## config.mk

```make
export PLATFORM = sky130hd
export DESIGN_NAME = sacht_ram
export DESIGN_NICKNAME = d
export VERILOG_FILES = /design/src/rtl/sacht_ram.sv
export SDC_FILE = /design/constraint.sdc
export NUM_CORES = 1
export LEC_CHECK = 0
export BUFFER_PORTS_ARGS = -buffer_cell sky130_fd_sc_hd__buf_2
export CAP_MARGIN = 0
export CORE_ASPECT_RATIO = 1.5
export CORE_UTILIZATION = 25
export CTS_CLUSTER_SIZE = 14
export DETAILED_ROUTE_END_ITERATION = 8
export PLACE_DENSITY = 0.43
export SYNTH_ARGS = -nofsm -noshare
export SYNTH_HDL_FRONTEND = slang
export SYNTH_SLANG_ARGS = --single-unit
```

## constraint.sdc

```tcl
create_clock -name clk -period 2.9 [get_ports clk]
set_input_delay 0.29 -clock clk [delete_from_list [all_inputs] [get_ports clk]]
set_output_delay 0.29 -clock clk [all_outputs]
set_load 0.02 [all_outputs]
```

## src/rtl/sacht_ram.sv

```systemverilog
`timescale 1ns / 1ps
// ----------------------------------------------------------------------------
// sacht_ram
// Generic single-write, single-read RAM with a registered read port.
// ----------------------------------------------------------------------------
module sacht_ram #(
    parameter int WIDTH = 8,
    parameter int DEPTH = 16
) (
    input  logic                                 clk,
    input  logic                                 we,
    input  logic [(DEPTH > 1 ? $clog2(DEPTH) : 1)-1:0] waddr,
    input  logic [WIDTH-1:0]                     wdata,
    input  logic                                 re,
    input  logic [(DEPTH > 1 ? $clog2(DEPTH) : 1)-1:0] raddr,
    output logic [WIDTH-1:0]                     rdata
);

    logic [WIDTH-1:0] mem [DEPTH];
    logic [WIDTH-1:0] rdata_reg;

    always_ff @(posedge clk)
    begin
        if (we)
        begin
            mem[waddr] <= wdata;
        end
        if (re)
        begin
            rdata_reg <= mem[raddr];
        end
    end

    assign rdata = rdata_reg;

endmodule
```

======== Yosys cells after proc, flatten, opt, wreduce, memory -nomap -nowiden ========
Memories as Yosys holds them, arrays and structs flattened. A register that Yosys moved wholly into a read port is not among the register bits.
Index checks and enable logic that the tools add are counted.
W data, S select, Z words.
operators by class
  muxes and demuxes ....................... 2
operator list
  operator  number
  $mux W1   2
storage, ports and cells
  output and inout bits ................... 8
  memories kept ........................... 1
  logic and storage cells ................. 3
  register bits ........................... 0
  RAM bits ................................ 128
  bits of input ports ..................... 19
memories
  name  depth  width  rd ports  clocked after memory_dff  write ports  line  RTL
  mem   16     8      1         1                         1            19    logic [WIDTH-1:0] mem [DEPTH];

======== Depth between registers and ports, before layout ========
  depth after elaboration ................. 2
  depth in mapped cells ................... 5
  mapped depth without buffers ............ 3

======== Worst setup path before layout ========
No wires, ideal clock.
  kind .................................... input to register
  start point ............................. input waddr[2] in the netlist's numbering
  end point ............................... memory mem[0][0], enable pin
  path slack .............................. 1.117 ns
  arrival ................................. 1.400 ns
  buffers on the path ..................... 0
  data required time ...................... 2.517 ns
  setup time .............................. 0.383 ns
  cell stages on the path ................. 2
  path through ............................ or3b_2 -> nor3_1
RTL lines
  element             line  RTL
  start: declaration  12    input logic [(DEPTH > 1 ? $clog2(DEPTH) : 1)-1:0] waddr,
  end: declaration    19
Straight into the memory's write port.

==> flow_summary.json <==
{
  "drive_above_1_share": 0.3098,
  "antenna_found_initial": 0,
  "cts-root-buf": "clkbuf_16",
  "hold_path_end": "rdata[0]",
  "final_common_cell": "edfxtp_1",
  "dp_slack_ns": 0.8587,
  "dpl_cell_area_um2": 5764,
  "synthToLayoutAreaGrowth_pct": 21.49,
  "place_congestion": 0.6956,
  "cap_violations": 0,
  "crit_arrival_ns": 1.75,
  "post_layout_nonfiller_instances": 561,
  "antennaDiodeCount": 0,
  "start_util": 0.2560,
  "final_area_um2": 6351,
  "port_buffers": 26,
  "grt_remaining_overflow": 0,
  "drtIter0Drc": 102,
  "route.detailed.drc": 0,
  "yosysUniqueCellTypes": 18,
  "numCtsBuffers": 17,
  "crit_fanout": 28,
  "rsz0062_at_grt": "no",
  "syn_inst": 229,
  "hpwl_mm": 7.714,
  "path_cells": "buf_2 -> buf_4 -> mux4_1 -> a22oi_1 -> nand2_1",
  "cts.htree.levels": 4,
  "max_slew_margin": 0.4786,
  "hp-class": "in -> reg",
  "die_x_um": 120.1,
  "grt_pass1_wl_mm": 17.17,
  "status": "complete, no violations",
  "timing.hold.ws_ns": 0.2274,
  "fillers": 1960,
  "via_per_inst": 4.353,
  "wirelength_mm": 11.47,
  "r2r-end": "rdata[0]",
  "finalHoldViolCount": 0,
  "io_pins": 27,
  "slew_viol_final": 0,
  "final_cell_mix": "edfxtp_1, buf_2, buf_4",
  "finalSetupViolCount": 0,
  "r2r_cells": 3,
  "clock_latency_ns": 0.42,
  "crit_slowest_cell": "buf_2",
  "synthesis.area_um2": 5228,
  "route.vias.total": 2442,
  "rrSetupSlack_ns": 1.38,
  "grt_pass1_vias": 2647,
  "grt_max_degree": 33,
  "largest_register_ffs": 128,
  "whs_path_depth": 1,
  "clk_pin_slew_ns": 0.06,
  "peakVddDrop_v": 0.0003026,
  "setup_slack_ns": 1.327,
  "worst_pin_slew_ns": 0.7821,
  "cts_setup_buffers": 0,
  "dpl.cell_count": 529,
  "worstSetupStartpointType": "input pin",
  "nNetsFinal": 303,
  "clock_skew_ns": 0.007230,
  "setup-tns-final_ns": 0,
  "power_density_nw_per_um2": 723.4,
  "num_rows": 64,
  "min_period_ns": 1.574,
  "tritoncts": "yes",
  "holdBufCountCts": 0,
  "core_um2": 20420,
  "rr_startpoint": "mem[1][0]",
  "cts_resized": 0,
  "die_h_um": 179.1,
  "report.power.total_mw": 4.594,
  "routedWlPerCell_um": 20.45,
  "dr.pass1.iters": 4,
  "ys_seq_area_frac": 0.7812,
  "crit_type": "in -> reg",
  "hp-start": "re",
  "syn_area_per_cell_um2": 22.83,
  "p_leak_nw": 2.104,
  "period_share": 0.5426,
  "cts_buffer_depth": 2,
  "fmax_ghz": 0.6355,
  "ys_ff_latch": 136,
  "clock-sinks": 136,
  "yosysWarnings": 0,
  "cp-end-kind": "flip-flop",
  "utilization": 0.3110,
  "die_area_um2": 21500,
  "synth.net_count": 248,
  "cpPeakStageDelay_ns": 0.60,
  "grt.total_usage": 0.1169,
  "final_antenna_net_count": 0,
  "crit_required_ns": 3.08
}
worst max-delay path by stage:
stage	endpoint	start	cells past startpoint
after global routing	rdata[1]	raddr[1]	5
after detailed placement	rdata[1]	raddr[1]	5
after global placement	rdata[0]	raddr[1]	4
after floorplan	mem[0][0]	waddr[2]	2
after CTS	rdata[1]	raddr[1]	5
final	rdata[1]	raddr[1]	5
power breakdown:
group / switching, mW / internal, mW / total [mW]
logic: 0.130 / 0.0854 / 0.216
clock network: 0.804 / 1.35 / 2.15
registers: 0.0102 / 2.22 / 2.23
Yosys cell counts, drive strengths merged:
cell type      number  share of area
nor2b               1         0.0012
nor2               13         0.0093
a22oi              16          0.023
nand3b              2         0.0029
buf                 7          0.011
or3b                1         0.0017
nor3                4         0.0038
edfxtp            136           0.78
nand2               9         0.0065
mux4               32           0.15
nand3               1        0.00096
nand2b              2         0.0024
clkdlybuf4s25       3         0.0057
and2b               1         0.0014
and2                1         0.0012
routing by layer:
| metal | share of wire | GRT usage |
|---|---|---|
| met1 | 0.40 | 0.1290 |
| met2 | 0.54 | 0.2057 |
| met3 | 0.040 | 0.03212 |
| met4 | 0.019 | 0.05781 |
| met5 | 0 | 0 |
kinds of logic (layout without fill, tap and decap cells):
kind of cell           after synthesis  after routing  synth area share
AOI/OAI and AO/OA                   16             16           0.02298
buffers and inverters               10             78           0.01651
DFF                                136            136            0.7812
muxes                               32             32            0.1479
and+or+nand+nor                     35             35           0.03136
critical path, delay by kind of cell:
family	cells	cell delay (ns)
compound gates	1	0.22
mux	1	0.28
simple gates	1	0.08
buf+inv	2	0.87
final cells by class:
class | count | area (µm²) | area share
clock inverters | 12 | 150.1 | 0.02364
well taps | 264 | 330.3 | 0.05201
clock buffers | 20 | 436.7 | 0.06875
repair buffers | 46 | 292.8 | 0.04610
flip-flops and latches | 136 | 4084 | 0.6430
multi-input cells | 83 | 1057 | 0.1665
No activity file was read; power rests on OpenSTA's default activity.
